**config.mk**
```make
export PLATFORM = sky130hd
export DESIGN_NAME = jtag_tap_shift_model_unit
export DESIGN_NICKNAME = d
export VERILOG_FILES = /design/src/hw/rtl/jtag_tap_pkg.sv /design/src/hw/rtl/jtag_tap_core.sv /design/src/hw/rtl/jtag_tap_out_buf.sv /design/src/hw/rtl/jtag_tap_shift_model_unit.sv
export SDC_FILE = /design/constraint.sdc
export NUM_CORES = 1
export LEC_CHECK = 0
export BUFFER_PORTS_ARGS = -buffer_cell sky130_fd_sc_hd__buf_2
export CAP_MARGIN = 10
export CORE_MARGIN = 2
export CORE_UTILIZATION = 65
export CTS_CLUSTER_SIZE = 16
export DETAILED_ROUTE_END_ITERATION = 10
export HOLD_SLACK_MARGIN = 0.15
export PLACE_DENSITY = 0.85
export SLEW_MARGIN = 5
export SYNTH_ARGS = -nofsm -noshare
export SYNTH_HDL_FRONTEND = slang
export SYNTH_SLANG_ARGS = --single-unit
```
**constraint.sdc**
```tcl
create_clock -name aclk -period 13.75 [get_ports aclk]
set_input_delay 0 -clock aclk [delete_from_list [all_inputs] [get_ports aclk]]
set_output_delay 0 -clock aclk [all_outputs]
set_load 0.02 [all_outputs]
```
**src/hw/rtl/jtag_tap_pkg.sv**
```systemverilog
// types, constants and functions of the tap shift model
package jtag_tap_pkg;

    localparam int MAX_REG_BITS   = 64;
    localparam int DATA_REG_COUNT = 3;
    localparam int LEN_W          = 7;
    localparam int SEL_W          = 2;
    localparam int CFG_DATA_W     = 7;
    localparam int CFG_INDEX_W    = 2;
    localparam int S_TDATA_W      = 8;
    localparam int M_TDATA_W      = 72;

    typedef enum logic [3:0] {
        ST_TEST_LOGIC_RESET = 4'd0,
        ST_SELECT_DR        = 4'd1,
        ST_CAPTURE_DR       = 4'd2,
        ST_SHIFT_DR         = 4'd3,
        ST_EXIT1_DR         = 4'd4,
        ST_PAUSE_DR         = 4'd5,
        ST_EXIT2_DR         = 4'd6,
        ST_UPDATE_DR        = 4'd7,
        ST_RUN_TEST_IDLE    = 4'd8,
        ST_SELECT_IR        = 4'd9,
        ST_CAPTURE_IR       = 4'd10,
        ST_SHIFT_IR         = 4'd11,
        ST_EXIT1_IR         = 4'd12,
        ST_PAUSE_IR         = 4'd13,
        ST_EXIT2_IR         = 4'd14,
        ST_UPDATE_IR        = 4'd15
    } ctrl_state_t;

    typedef enum logic [CFG_INDEX_W-1:0] {
        CFG_IR_LENGTH       = 2'd0,
        CFG_DR_ONE_LENGTH   = 2'd1,
        CFG_DR_TWO_LENGTH   = 2'd2,
        CFG_DR_THREE_LENGTH = 2'd3
    } cfg_index_t;

    typedef enum logic [SEL_W-1:0] {
        SEL_BYPASS   = 2'd0,
        SEL_DR_ONE   = 2'd1,
        SEL_DR_TWO   = 2'd2,
        SEL_DR_THREE = 2'd3
    } dr_sel_t;

    typedef struct packed {
        logic [MAX_REG_BITS-1:0] register_contents;
        logic [3:0]              ctrl_state;
        logic                    tdo;
    } tap_result_t;

    function automatic ctrl_state_t tap_next(input ctrl_state_t st, input logic tms);
        ctrl_state_t nx;
        case (st)
            ST_TEST_LOGIC_RESET: nx = tms ? ST_TEST_LOGIC_RESET : ST_RUN_TEST_IDLE;
            ST_SELECT_DR:        nx = tms ? ST_SELECT_IR : ST_CAPTURE_DR;
            ST_CAPTURE_DR:       nx = tms ? ST_EXIT1_DR : ST_SHIFT_DR;
            ST_SHIFT_DR:         nx = tms ? ST_EXIT1_DR : ST_SHIFT_DR;
            ST_EXIT1_DR:         nx = tms ? ST_UPDATE_DR : ST_PAUSE_DR;
            ST_PAUSE_DR:         nx = tms ? ST_EXIT2_DR : ST_PAUSE_DR;
            ST_EXIT2_DR:         nx = tms ? ST_UPDATE_DR : ST_SHIFT_DR;
            ST_UPDATE_DR:        nx = tms ? ST_SELECT_DR : ST_RUN_TEST_IDLE;
            ST_RUN_TEST_IDLE:    nx = tms ? ST_SELECT_DR : ST_RUN_TEST_IDLE;
            ST_SELECT_IR:        nx = tms ? ST_TEST_LOGIC_RESET : ST_CAPTURE_IR;
            ST_CAPTURE_IR:       nx = tms ? ST_EXIT1_IR : ST_SHIFT_IR;
            ST_SHIFT_IR:         nx = tms ? ST_EXIT1_IR : ST_SHIFT_IR;
            ST_EXIT1_IR:         nx = tms ? ST_UPDATE_IR : ST_PAUSE_IR;
            ST_PAUSE_IR:         nx = tms ? ST_EXIT2_IR : ST_PAUSE_IR;
            ST_EXIT2_IR:         nx = tms ? ST_UPDATE_IR : ST_SHIFT_IR;
            ST_UPDATE_IR:        nx = tms ? ST_SELECT_DR : ST_RUN_TEST_IDLE;
            default:             nx = ST_TEST_LOGIC_RESET;
        endcase
        return nx;
    endfunction

    // zero counts as one bit, anything above the maximum as the maximum
    function automatic logic [LEN_W-1:0] clamp_len(input logic [LEN_W-1:0] len);
        logic [LEN_W-1:0] r;
        if (len == '0) begin
            r = LEN_W'(1);
        end else if (len > LEN_W'(MAX_REG_BITS)) begin
            r = LEN_W'(MAX_REG_BITS);
        end else begin
            r = len;
        end
        return r;
    endfunction

    // len is already clamped to 1..MAX_REG_BITS
    function automatic logic [MAX_REG_BITS-1:0] shift_one(
        input logic [MAX_REG_BITS-1:0] cur,
        input logic [LEN_W-1:0]        len,
        input logic                    bit_in
    );
        logic [MAX_REG_BITS-1:0] mask;
        logic [MAX_REG_BITS-1:0] v;
        logic [LEN_W-1:0]        top;
        if (len >= LEN_W'(MAX_REG_BITS)) begin
            mask = '1;
        end else begin
            mask = (MAX_REG_BITS'(1) << len) - MAX_REG_BITS'(1);
        end
        top = len - LEN_W'(1);
        v = (cur & mask) >> 1;
        if (bit_in) begin
            v = v | (MAX_REG_BITS'(1) << top);
        end
        return v;
    endfunction

endpackage

```
**src/hw/rtl/jtag_tap_core.sv**
```systemverilog
// tap controller state, shift registers and per-beat step logic
module jtag_tap_core (
    input  logic                                     aclk,
    input  logic                                     aresetn,
    input  logic                                     cfg_wr_en,
    input  logic [jtag_tap_pkg::CFG_INDEX_W-1:0]     cfg_index,
    input  logic [jtag_tap_pkg::CFG_DATA_W-1:0]      cfg_wdata,
    input  logic                                     step_en,
    input  logic                                     tms,
    input  logic                                     tdi,
    input  logic [jtag_tap_pkg::SEL_W-1:0]           selected_dr,
    output jtag_tap_pkg::tap_result_t                result
);

    jtag_tap_pkg::ctrl_state_t                   state_reg, state_next;
    logic [jtag_tap_pkg::LEN_W-1:0]              ir_len_reg;
    logic [jtag_tap_pkg::LEN_W-1:0]              dr1_len_reg;
    logic [jtag_tap_pkg::LEN_W-1:0]              dr2_len_reg;
    logic [jtag_tap_pkg::LEN_W-1:0]              dr3_len_reg;
    logic [jtag_tap_pkg::MAX_REG_BITS-1:0]       ir_reg, ir_next;
    logic [jtag_tap_pkg::MAX_REG_BITS-1:0]       dr1_reg, dr1_next;
    logic [jtag_tap_pkg::MAX_REG_BITS-1:0]       dr2_reg, dr2_next;
    logic [jtag_tap_pkg::MAX_REG_BITS-1:0]       dr3_reg, dr3_next;

    logic                                        bypass;
    logic                                        shifting;
    logic [jtag_tap_pkg::MAX_REG_BITS-1:0]       cur;
    logic [jtag_tap_pkg::LEN_W-1:0]              len;
    logic [jtag_tap_pkg::MAX_REG_BITS-1:0]       shifted;

    // register selection
    always_comb begin
        bypass = 1'b0;
        cur    = ir_reg;
        len    = jtag_tap_pkg::clamp_len(ir_len_reg);
        if (!state_reg[3]) begin
            case (jtag_tap_pkg::dr_sel_t'(selected_dr))
                jtag_tap_pkg::SEL_DR_ONE: begin
                    cur = dr1_reg;
                    len = jtag_tap_pkg::clamp_len(dr1_len_reg);
                end
                jtag_tap_pkg::SEL_DR_TWO: begin
                    cur = dr2_reg;
                    len = jtag_tap_pkg::clamp_len(dr2_len_reg);
                end
                jtag_tap_pkg::SEL_DR_THREE: begin
                    cur = dr3_reg;
                    len = jtag_tap_pkg::clamp_len(dr3_len_reg);
                end
                default: begin
                    bypass = 1'b1;
                end
            endcase
        end
    end

    assign shifting = (state_reg == jtag_tap_pkg::ST_SHIFT_DR) ||
                      (state_reg == jtag_tap_pkg::ST_SHIFT_IR);
    assign shifted  = shifting ? jtag_tap_pkg::shift_one(cur, len, tdi) : cur;

    assign state_next = jtag_tap_pkg::tap_next(state_reg, tms);

    always_comb begin
        result.tdo               = bypass ? tdi : shifted[0];
        result.ctrl_state        = state_next;
        result.register_contents = bypass ? '0 : shifted;
    end

    // write back into the register in use
    always_comb begin
        ir_next  = ir_reg;
        dr1_next = dr1_reg;
        dr2_next = dr2_reg;
        dr3_next = dr3_reg;
        if (state_reg[3]) begin
            ir_next = shifted;
        end else begin
            case (jtag_tap_pkg::dr_sel_t'(selected_dr))
                jtag_tap_pkg::SEL_DR_ONE:   dr1_next = shifted;
                jtag_tap_pkg::SEL_DR_TWO:   dr2_next = shifted;
                jtag_tap_pkg::SEL_DR_THREE: dr3_next = shifted;
                default: ;
            endcase
        end
    end

    always_ff @(posedge aclk) begin
        if (!aresetn) begin
            state_reg <= jtag_tap_pkg::ST_TEST_LOGIC_RESET;
            ir_reg    <= '0;
            dr1_reg   <= '0;
            dr2_reg   <= '0;
            dr3_reg   <= '0;
        end else if (step_en) begin
            state_reg <= state_next;
            ir_reg    <= ir_next;
            dr1_reg   <= dr1_next;
            dr2_reg   <= dr2_next;
            dr3_reg   <= dr3_next;
        end
    end

    always_ff @(posedge aclk) begin
        if (!aresetn) begin
            ir_len_reg  <= jtag_tap_pkg::LEN_W'(4);
            dr1_len_reg <= jtag_tap_pkg::LEN_W'(32);
            dr2_len_reg <= jtag_tap_pkg::LEN_W'(32);
            dr3_len_reg <= jtag_tap_pkg::LEN_W'(32);
        end else if (cfg_wr_en) begin
            case (jtag_tap_pkg::cfg_index_t'(cfg_index))
                jtag_tap_pkg::CFG_IR_LENGTH:       ir_len_reg  <= cfg_wdata;
                jtag_tap_pkg::CFG_DR_ONE_LENGTH:   dr1_len_reg <= cfg_wdata;
                jtag_tap_pkg::CFG_DR_TWO_LENGTH:   dr2_len_reg <= cfg_wdata;
                jtag_tap_pkg::CFG_DR_THREE_LENGTH: dr3_len_reg <= cfg_wdata;
                default: ;
            endcase
        end
    end

endmodule

```
**src/hw/rtl/jtag_tap_out_buf.sv**
```systemverilog
// result register with a skid stage behind it
module jtag_tap_out_buf (
    input  logic                          aclk,
    input  logic                          aresetn,
    input  logic                          in_valid,
    output logic                          in_ready,
    input  jtag_tap_pkg::tap_result_t     in_data,
    output logic                          out_valid,
    input  logic                          out_ready,
    output jtag_tap_pkg::tap_result_t     out_data
);

    logic                          main_valid_reg, main_valid_next;
    logic                          skid_valid_reg, skid_valid_next;
    jtag_tap_pkg::tap_result_t     main_reg, main_next;
    jtag_tap_pkg::tap_result_t     skid_reg, skid_next;
    logic                          in_fire;
    logic                          main_free;

    assign in_ready  = !skid_valid_reg;
    assign in_fire   = in_valid && in_ready;
    assign main_free = !main_valid_reg || out_ready;

    always_comb begin
        main_valid_next = main_valid_reg;
        skid_valid_next = skid_valid_reg;
        main_next       = main_reg;
        skid_next       = skid_reg;
        if (main_free) begin
            if (skid_valid_reg) begin
                main_valid_next = 1'b1;
                main_next       = skid_reg;
                skid_valid_next = 1'b0;
            end else begin
                main_valid_next = in_fire;
                main_next       = in_data;
            end
        end else if (in_fire) begin
            skid_valid_next = 1'b1;
            skid_next       = in_data;
        end
    end

    always_ff @(posedge aclk) begin
        if (!aresetn) begin
            main_valid_reg <= 1'b0;
            skid_valid_reg <= 1'b0;
        end else begin
            main_valid_reg <= main_valid_next;
            skid_valid_reg <= skid_valid_next;
        end
    end

    always_ff @(posedge aclk) begin
        main_reg <= main_next;
        skid_reg <= skid_next;
    end

    assign out_valid = main_valid_reg;
    assign out_data  = main_reg;

endmodule

```
**src/hw/rtl/jtag_tap_shift_model_unit.sv**
```systemverilog
// top level of the jtag tap shift model
//
// one input beat models one tck period of a single device: tms and tdi
// in s_tdata, the data register chosen by the instruction in s_tuser.
// every accepted beat yields exactly one result beat on the m_ side with
// the tdo level, the new controller state and the register in use.
// the step logic works between the controller state registers and the
// result register, so one beat is taken every cycle while s_tready is
// high; each result goes to m_tvalid through the result register.
// the result register has a one-beat skid stage behind it: with the
// receiver stalled the block still takes one more beat, then drops
// s_tready until the receiver takes data again.
// register lengths go in via cfg_wr_en, cfg_index, cfg_wdata; the user
// must do it only while no beat is in flight, the block does not check.
// synchronous reset puts the controller in test logic reset, clears the
// instruction and data registers, loads the default lengths and empties
// the result side.
module jtag_tap_shift_model_unit (
    input  logic                                      aclk,
    input  logic                                      aresetn,
    input  logic                                      cfg_wr_en,
    input  logic [jtag_tap_pkg::CFG_INDEX_W-1:0]      cfg_index,
    input  logic [jtag_tap_pkg::CFG_DATA_W-1:0]       cfg_wdata,
    input  logic                                      s_tvalid,
    output logic                                      s_tready,
    // tms, tdi, zero fill
    input  logic [jtag_tap_pkg::S_TDATA_W-1:0]        s_tdata,
    // selected_dr
    input  logic [jtag_tap_pkg::SEL_W-1:0]            s_tuser,
    output logic                                      m_tvalid,
    input  logic                                      m_tready,
    // tdo, ctrl_state[3:0], register_contents[63:0], zero fill
    output logic [jtag_tap_pkg::M_TDATA_W-1:0]        m_tdata
);

    jtag_tap_pkg::tap_result_t step_result;
    jtag_tap_pkg::tap_result_t out_result;
    logic                      step_en;

    assign step_en = s_tvalid && s_tready;

    jtag_tap_core u_core (
        .aclk        (aclk),
        .aresetn     (aresetn),
        .cfg_wr_en   (cfg_wr_en),
        .cfg_index   (cfg_index),
        .cfg_wdata   (cfg_wdata),
        .step_en     (step_en),
        .tms         (s_tdata[0]),
        .tdi         (s_tdata[1]),
        .selected_dr (s_tuser),
        .result      (step_result)
    );

    jtag_tap_out_buf u_out_buf (
        .aclk      (aclk),
        .aresetn   (aresetn),
        .in_valid  (s_tvalid),
        .in_ready  (s_tready),
        .in_data   (step_result),
        .out_valid (m_tvalid),
        .out_ready (m_tready),
        .out_data  (out_result)
    );

    assign m_tdata = {
        (jtag_tap_pkg::M_TDATA_W - $bits(jtag_tap_pkg::tap_result_t))'(0),
        out_result
    };

endmodule

```
After elaboration in Yosys (flattened, before gate mapping)
Cells that the tools add are included.

$lt $le $gt $ge: 5. Bitwise gates (word level): 5. Equal/unequal tests: 21. Muxes and demuxes: 34. Add/sub/neg operators: 2. Shift operators: 2. Reductions and logical operators: 25.

Operator list (count): 64-bit 2-to-1 mux (5); 64-bit case mux with 3 select lines (1); 1-bit by 7-bit left shift with 64-bit output (first input constant) (2); 69-bit 2-to-1 mux (1); 64-bit AND (1); 63-bit by 64-bit OR with 64-bit output (1); 64-bit by 2-bit subtractor with 64-bit output (second input constant) (1); 7-bit 2-to-1 mux (9); 4-bit case mux with 12 select lines (1); 4-bit == test (second input constant) (8); 7-bit > comparator (second input constant) (4); 7-bit zero test (4); 7-bit case mux with 3 select lines (1); 4-bit by 3-bit == test with 1-bit output (second input constant) (4); 4-bit 2-to-1 mux (4); 3-bit 2-to-1 mux (4); 2-bit AND reduction (6); 3-bit AND reduction (3); 2-bit == test (second input constant) (4); 4-bit by 2-bit == test with 1-bit output (second input constant) (2); 2-bit 2-to-1 mux (4); 7-bit greater-or-equal comparator (second input constant) (1); 7-bit by 1-bit subtractor with 7-bit output (second input constant) (1); 2-bit OR reduction (3); other kinds (10) (19).

Input port bits: 24. Word-level logic and storage cells: 111. Output and inout port bits: 74. Register bits after elaboration: 428.

Logic depth before layout (Yosys ltp)
Depth after elaboration: 14. Gate-level depth with buffers: 18. Mapped depth without buffers: 12.

Cells and area by module
A second synthesis with hierarchy kept.

Cells, all modules: 2289. Area total of the unflattened synthesis: 20850.0 µm².

By module, submodules not included: jtag_tap_core (times used 1, sequential area each 5765.5 µm², area each 15409.8 µm², cells each 2061); jtag_tap_out_buf (times used 1, sequential area each 4184.0 µm², area each 5407.7 µm², cells each 223); jtag_tap_shift_model_unit (times used 1, sequential area each 0.0 µm², area each 32.5 µm², cells each 5).

Worst setup path after synthesis
Ideal clock, no wire load.

Path kind: flip-flop to flip-flop. Start: reg u_out_buf.main_valid_reg (netlist: u_out_buf.out_valid). End: reg u_out_buf.skid_reg[0] (netlist name) (enable). Path buffers: 0. Path slack: 8.081 ns. Setup time: 0.497 ns. Cell stages (with the launch flop): 3. Clock period less this slack: 5.669 ns. Arrival time: 5.172 ns. Data required time: 13.253 ns. Cell sequence: dfxtp_1 -> nand2b_1 -> nor2_1.

Word-level cells in the longest chain between the ends: 4.

RTL lines: start: declaration (line jtag_tap_out_buf.sv:13) `logic main_valid_reg, main_valid_next;`; start signal: assignment (line jtag_tap_out_buf.sv:49) `main_valid_reg <= main_valid_next;`; 1-bit zero test (line jtag_tap_out_buf.sv:22) `assign main_free = !main_valid_reg || out_ready;`; 1-bit logical OR (line jtag_tap_out_buf.sv:22); named net u_out_buf.main_free (line jtag_tap_out_buf.sv:18) `logic main_free;`; 1-bit inverter (no line); 2-bit AND reduction (no line); end signal: assignment (line jtag_tap_out_buf.sv:56) `skid_reg <= skid_next;`; end: declaration (line jtag_tap_out_buf.sv:16) `jtag_tap_pkg::tap_result_t skid_reg, skid_next;`.

The timed path passes the listed nets, and every way through them passes these cells. A chain may end at the register's enable or synchronous reset.

Worst setup path after layout
Start: reg u_core.state_reg[3]. End: reg u_out_buf.main_reg, in the netlist u_out_buf.out_data[46], data pin.

Word-level cells in the longest chain between the ends: 10. Elaborated cells between the ends (all ways): 18. Classes of those cells: 2 x add/sub; 1 x order compare; 2 x eq/ne; 2 x shift; 8 x mux; 2 x bitwise; 1 x reduce/logical.

RTL lines: start: declaration (line jtag_tap_core.sv:15) `jtag_tap_pkg::ctrl_state_t state_reg, state_next;`; start signal: assignment (line jtag_tap_core.sv:89) `state_reg <= jtag_tap_pkg::ST_TEST_LOGIC_RESET;`; start signal: assignment (line jtag_tap_core.sv:95) `state_reg <= state_next;`; 7-bit 2-to-1 mux (line jtag_tap_core.sv:36) `if (!state_reg[3]) begin`; 1-bit by 7-bit left shift with 64-bit output (line jtag_tap_pkg.sv:101) `mask = (MAX_REG_BITS'(1) << len) - MAX_REG_BITS'(1);`; 64-bit by 2-bit subtractor with 64-bit output (line jtag_tap_pkg.sv:101); 64-bit 2-to-1 mux (line jtag_tap_pkg.sv:98) `if (len >= LEN_W'(MAX_REG_BITS)) begin`; 64-bit AND (line jtag_tap_pkg.sv:104) `v = (cur & mask) >> 1;`; 63-bit by 64-bit OR with 64-bit output (line jtag_tap_pkg.sv:106) `v = v | (MAX_REG_BITS'(1) << top);`; 64-bit 2-to-1 mux (line jtag_tap_pkg.sv:105) `if (bit_in) begin`; 64-bit 2-to-1 mux (line jtag_tap_core.sv:59) `assign shifted = shifting ? jtag_tap_pkg::shift_one(cur, len, tdi) : cur;`; 64-bit 2-to-1 mux * (line jtag_tap_core.sv:66) `result.register_contents = bypass ? '0 : shifted;`; 69-bit 2-to-1 mux * (line jtag_tap_out_buf.sv:30) `if (skid_valid_reg) begin`; end signal: assignment (line jtag_tap_out_buf.sv:55) `main_reg <= main_next;`; end: declaration (line jtag_tap_out_buf.sv:15) `jtag_tap_pkg::tap_result_t main_reg, main_next;`.

Every way passes the cells marked *; elsewhere a longest branch is shown, timed or not.

==> impl_metrics.ini <==
[grt]
grt_max_degree = 105
antenna_found_initial = 2
first_global_vias = 17960
grt_usage_pct = 41.11
overflow = 0
grt_first_pass_wirelength_um = 105400

[placed_design]
place_inst = 2660
io_buffer_count = 88
dpl_cell_area_mm2 = 0.02093
gp_congestion = 1.028
place_hpwl_um = 43560

[clock_tree]
cts_max_level = 2
cts_sinks = 428
post_cts.repair.setup_buffers = 0
ctsLongestPathBuffers = 3
cts_tree = yes
path_clk_slew_ns = 0.06
cts_buffers = 43
insertion_delay_ns = 0.56
cts-root-buf = clkbuf_16

[drt]
first_pass_iters = 6
routed_wl_um = 68500
wl_per_cell_um = 24.85
drtAntennaViolNets = 0
drt_iter0_drc = 2773
vias = 19120
via_per_inst = 6.938
drc = 0

[hold_path]
min_path_type = in2reg
holdPathStages = 4

[sta]
worstMarginPinSlew_ns = 1.243
rsz0062_at_grt = no
period_needed_ns = 6.180
setup_viol = 0
max_freq_mhz = 161.8
tns_ns = 0
fin_skew_ns = 0.02860
slew_violations = 0
period_share_pct = 44.94
relSlewSlack_pct = 16.63
final-hold-violation-count = 0

[floorplanning]
core_region_area_mm2 = 0.03131
start_util_pct = 65.43
dieArea_mm2 = 0.03296
chipHeight_um = 181.5
io_pins = 98
rows = 65
die_w_um = 181.5

[synthesis]
synthAdderAreaFrac_pct = 0.06107
synth_compound_area_share_pct = 24.98
synth_top_cell_by_area = dfxtp_1
synth-simple-area-share_pct = 16.42
synthesis.area_mm2 = 0.02049
async_flop_share_pct = 0
syn_inst = 2334
synthMuxAreaShare_pct = 5.356
synth-seq-cells = 428
yosysTopAreaCellShare_pct = 28.34
synth_top_family_by_area = compound AO/OA/AOI/OAI gates
yosysUniqueCellTypes = 88
synth_area_leaders = dfxtp_1, edfxtp_1, a21oi_1, o21ai_0, nand2_1
syn_avg_cell_area_um2 = 8.778
synth_seq_area_share_pct = 48.56
yosys_warnings = 0
synth-xor-area-share_pct = 0.08550
synthFlopType = dfxtp_1
synth_edf_count = 138

[cells_and_area]
layout-drive-gt1-share_pct = 11.64
finalNetCount = 2346
antennaDiodeCount = 0
final_area_mm2 = 0.02253
nFillCells = 2247
area_growth_pct = 9.948
instances_no_fill = 2756

[setup_path]
critPathMaxFanout = 39
cp_common_cell = buf_4
crit_buf_inv = 3
start_kind = register
critical_path_arrival_ns = 6.46
crit_cells = 14
worstPathCellList = o21ba_2 > buf_4 > buf_4 > a21oi_1 > a31oi_4 > nor3_1 > nand3_1 > ha_1 > inv_1 > nor2_2 > o21ai_0 > a221oi_1 > a211oi_2 > o31ai_1
crit_path_end_kind = register
critPathSlowestCell = a31oi_4
rrSetupSlack_ns = 7.57
max_stage_delay_ns = 0.63
crit_required_ns = 14.03
path_delay_family = compound AO/OA/AOI/OAI gates
crit_type = reg2reg
ff2ff_path_depth = 14

[power_and_ir_drop]
powerDensity_mw_per_mm2 = 143.2
p_leak_nw = 8.400
irDropWorstVdd_mv = 0.1313

[status]
status = completed

[flow_run]
drv_cap = 0
final timing paths:
path                                          start                endpoint
worst min-delay path                      cfg_wr_en   u_core.dr3_len_reg[3]
worst max register to register  u_core.state_reg[3]  u_out_buf.out_data[46]
worst min register to register   u_core.dr1_reg[22]      u_core.dr1_reg[22]
worst max-delay path            u_core.state_reg[3]  u_out_buf.out_data[46]
metrics by stage:
step	hold WS [ns]	util (%)	power, mW	setup slack (ns)
floorplan	0.1251	-	1.841	8.081
global placement	0.2831	66.85	2.028	7.896
detailed placement	0.2926	66.85	2.045	7.887
CTS	0.1678	71.93	3.206	7.883
global route	0.1807	71.94	3.323	7.490
finish	0.1791	71.94	3.226	7.570
where the power goes:
part | leakage (nW) | total (mW) | internal, mW | switching (mW)
registers | 3.76 | 1.42 | 1.39 | 0.0324
clock network | 0.699 | 1.18 | 0.684 | 0.493
logic | 3.94 | 0.627 | 0.168 | 0.459
metal layers:
| layer | wire (um) | vias up | part of all wire, % | track usage (%) |
|---|---|---|---|---|
| met5 | 18 | - | 0.026 | 0 |
| met4 | 3635 | 4 | 5.3 | 19.32 |
| met3 | 7910 | 244 | 12 | 9.727 |
| met2 | 30480 | 1254 | 44 | 64.25 |
| met1 | 26460 | 9120 | 39 | 54.28 |
| li1 | - | 8499 | - | - |
worst min-delay path, stage by stage:
cell	delay, ns
buf_2	0.12
nand3_1	0.36
mux2i_1	0.13
nor2_1	0.07
synthesized netlist by cell type (6+ instances only):
master / number
a211o_1: 7
dfxtp_1: 290
and2_1: 33
nand2_1: 257
a41oi_1: 6
nor3_2: 6
a31o_2: 7
edfxtp_1: 138
a211oi_1: 29
o31ai_1: 44
nand3_1: 74
nand2b_1: 8
a21o_1: 10
buf_2: 29
clkbuf_1: 149
a21oi_1: 280
mux2_2: 20
nor4_1: 12
o21ai_0: 232
a31oi_1: 25
nor2b_1: 6
o22ai_1: 58
nand4_1: 7
o21a_1: 10
a22oi_1: 17
nor3_1: 37
and3_1: 13
mux2i_1: 86
o21ai_1: 9
buf_1: 16
nor2_1: 253
buf_4: 10
nor3b_1: 8
inv_1: 15
a311oi_1: 14
o211ai_1: 7
a2bb2oi_1: 6
cell type report:
cell class / count / area (um2) / share of cell area [%]
multi-input combinational: 1686 / 9669 / 42.92
clock inverter: 24 / 242.7 / 1.078
clock buffer: 54 / 1177 / 5.227
tap: 402 / 503.0 / 2.233
sequential: 428 / 9952 / 44.18
timing repair buffer: 146 / 920.9 / 4.088
inverter: 16 / 61.31 / 0.2722
placed cells by master, fill, tap and decap left out, types with 7 or more instances in the layout:
cell type,synthesis,routed
nor3_1,37,35
o21ai_0,232,232
and2_1,33,33
nand2_1,257,257
a21oi_1,280,280
mux2_2,20,20
dlygate4sd3_1,0,17
clkbuf_16,0,43
mux2i_1,86,86
clkinv_2,0,9
and3_1,13,11
buf_4,10,42
a211o_1,7,7
nor4_1,12,12
a311oi_1,14,14
a22oi_1,17,17
o21ai_1,9,9
a211oi_1,29,29
a31o_2,7,7
nor3b_1,8,7
buf_2,29,87
o21a_1,10,10
nand4_1,7,7
inv_1,15,14
nor2_1,253,250
nand3_1,74,74
o211ai_1,7,7
a21o_1,10,10
nor3_2,6,8
a31oi_1,25,25
edfxtp_1,138,138
o31ai_1,44,44
o22ai_1,58,58
dfxtp_1,290,288
cells by family (layout without fill, tap and decap cells):
family,Yosys count,in the layout
compound gates,828,828
mux,107,107
buf+inv,222,240
xor+xnor,2,2
flops,428,428
simple gates,744,744
other cells,2,4
fa+ha+maj,1,1
repair_timing:
item                      CTS  global route
hold endpoints to repair  108             0
resized for setup           0             0
hold buffers               17             0
Power figures use the tool's default switching activity.
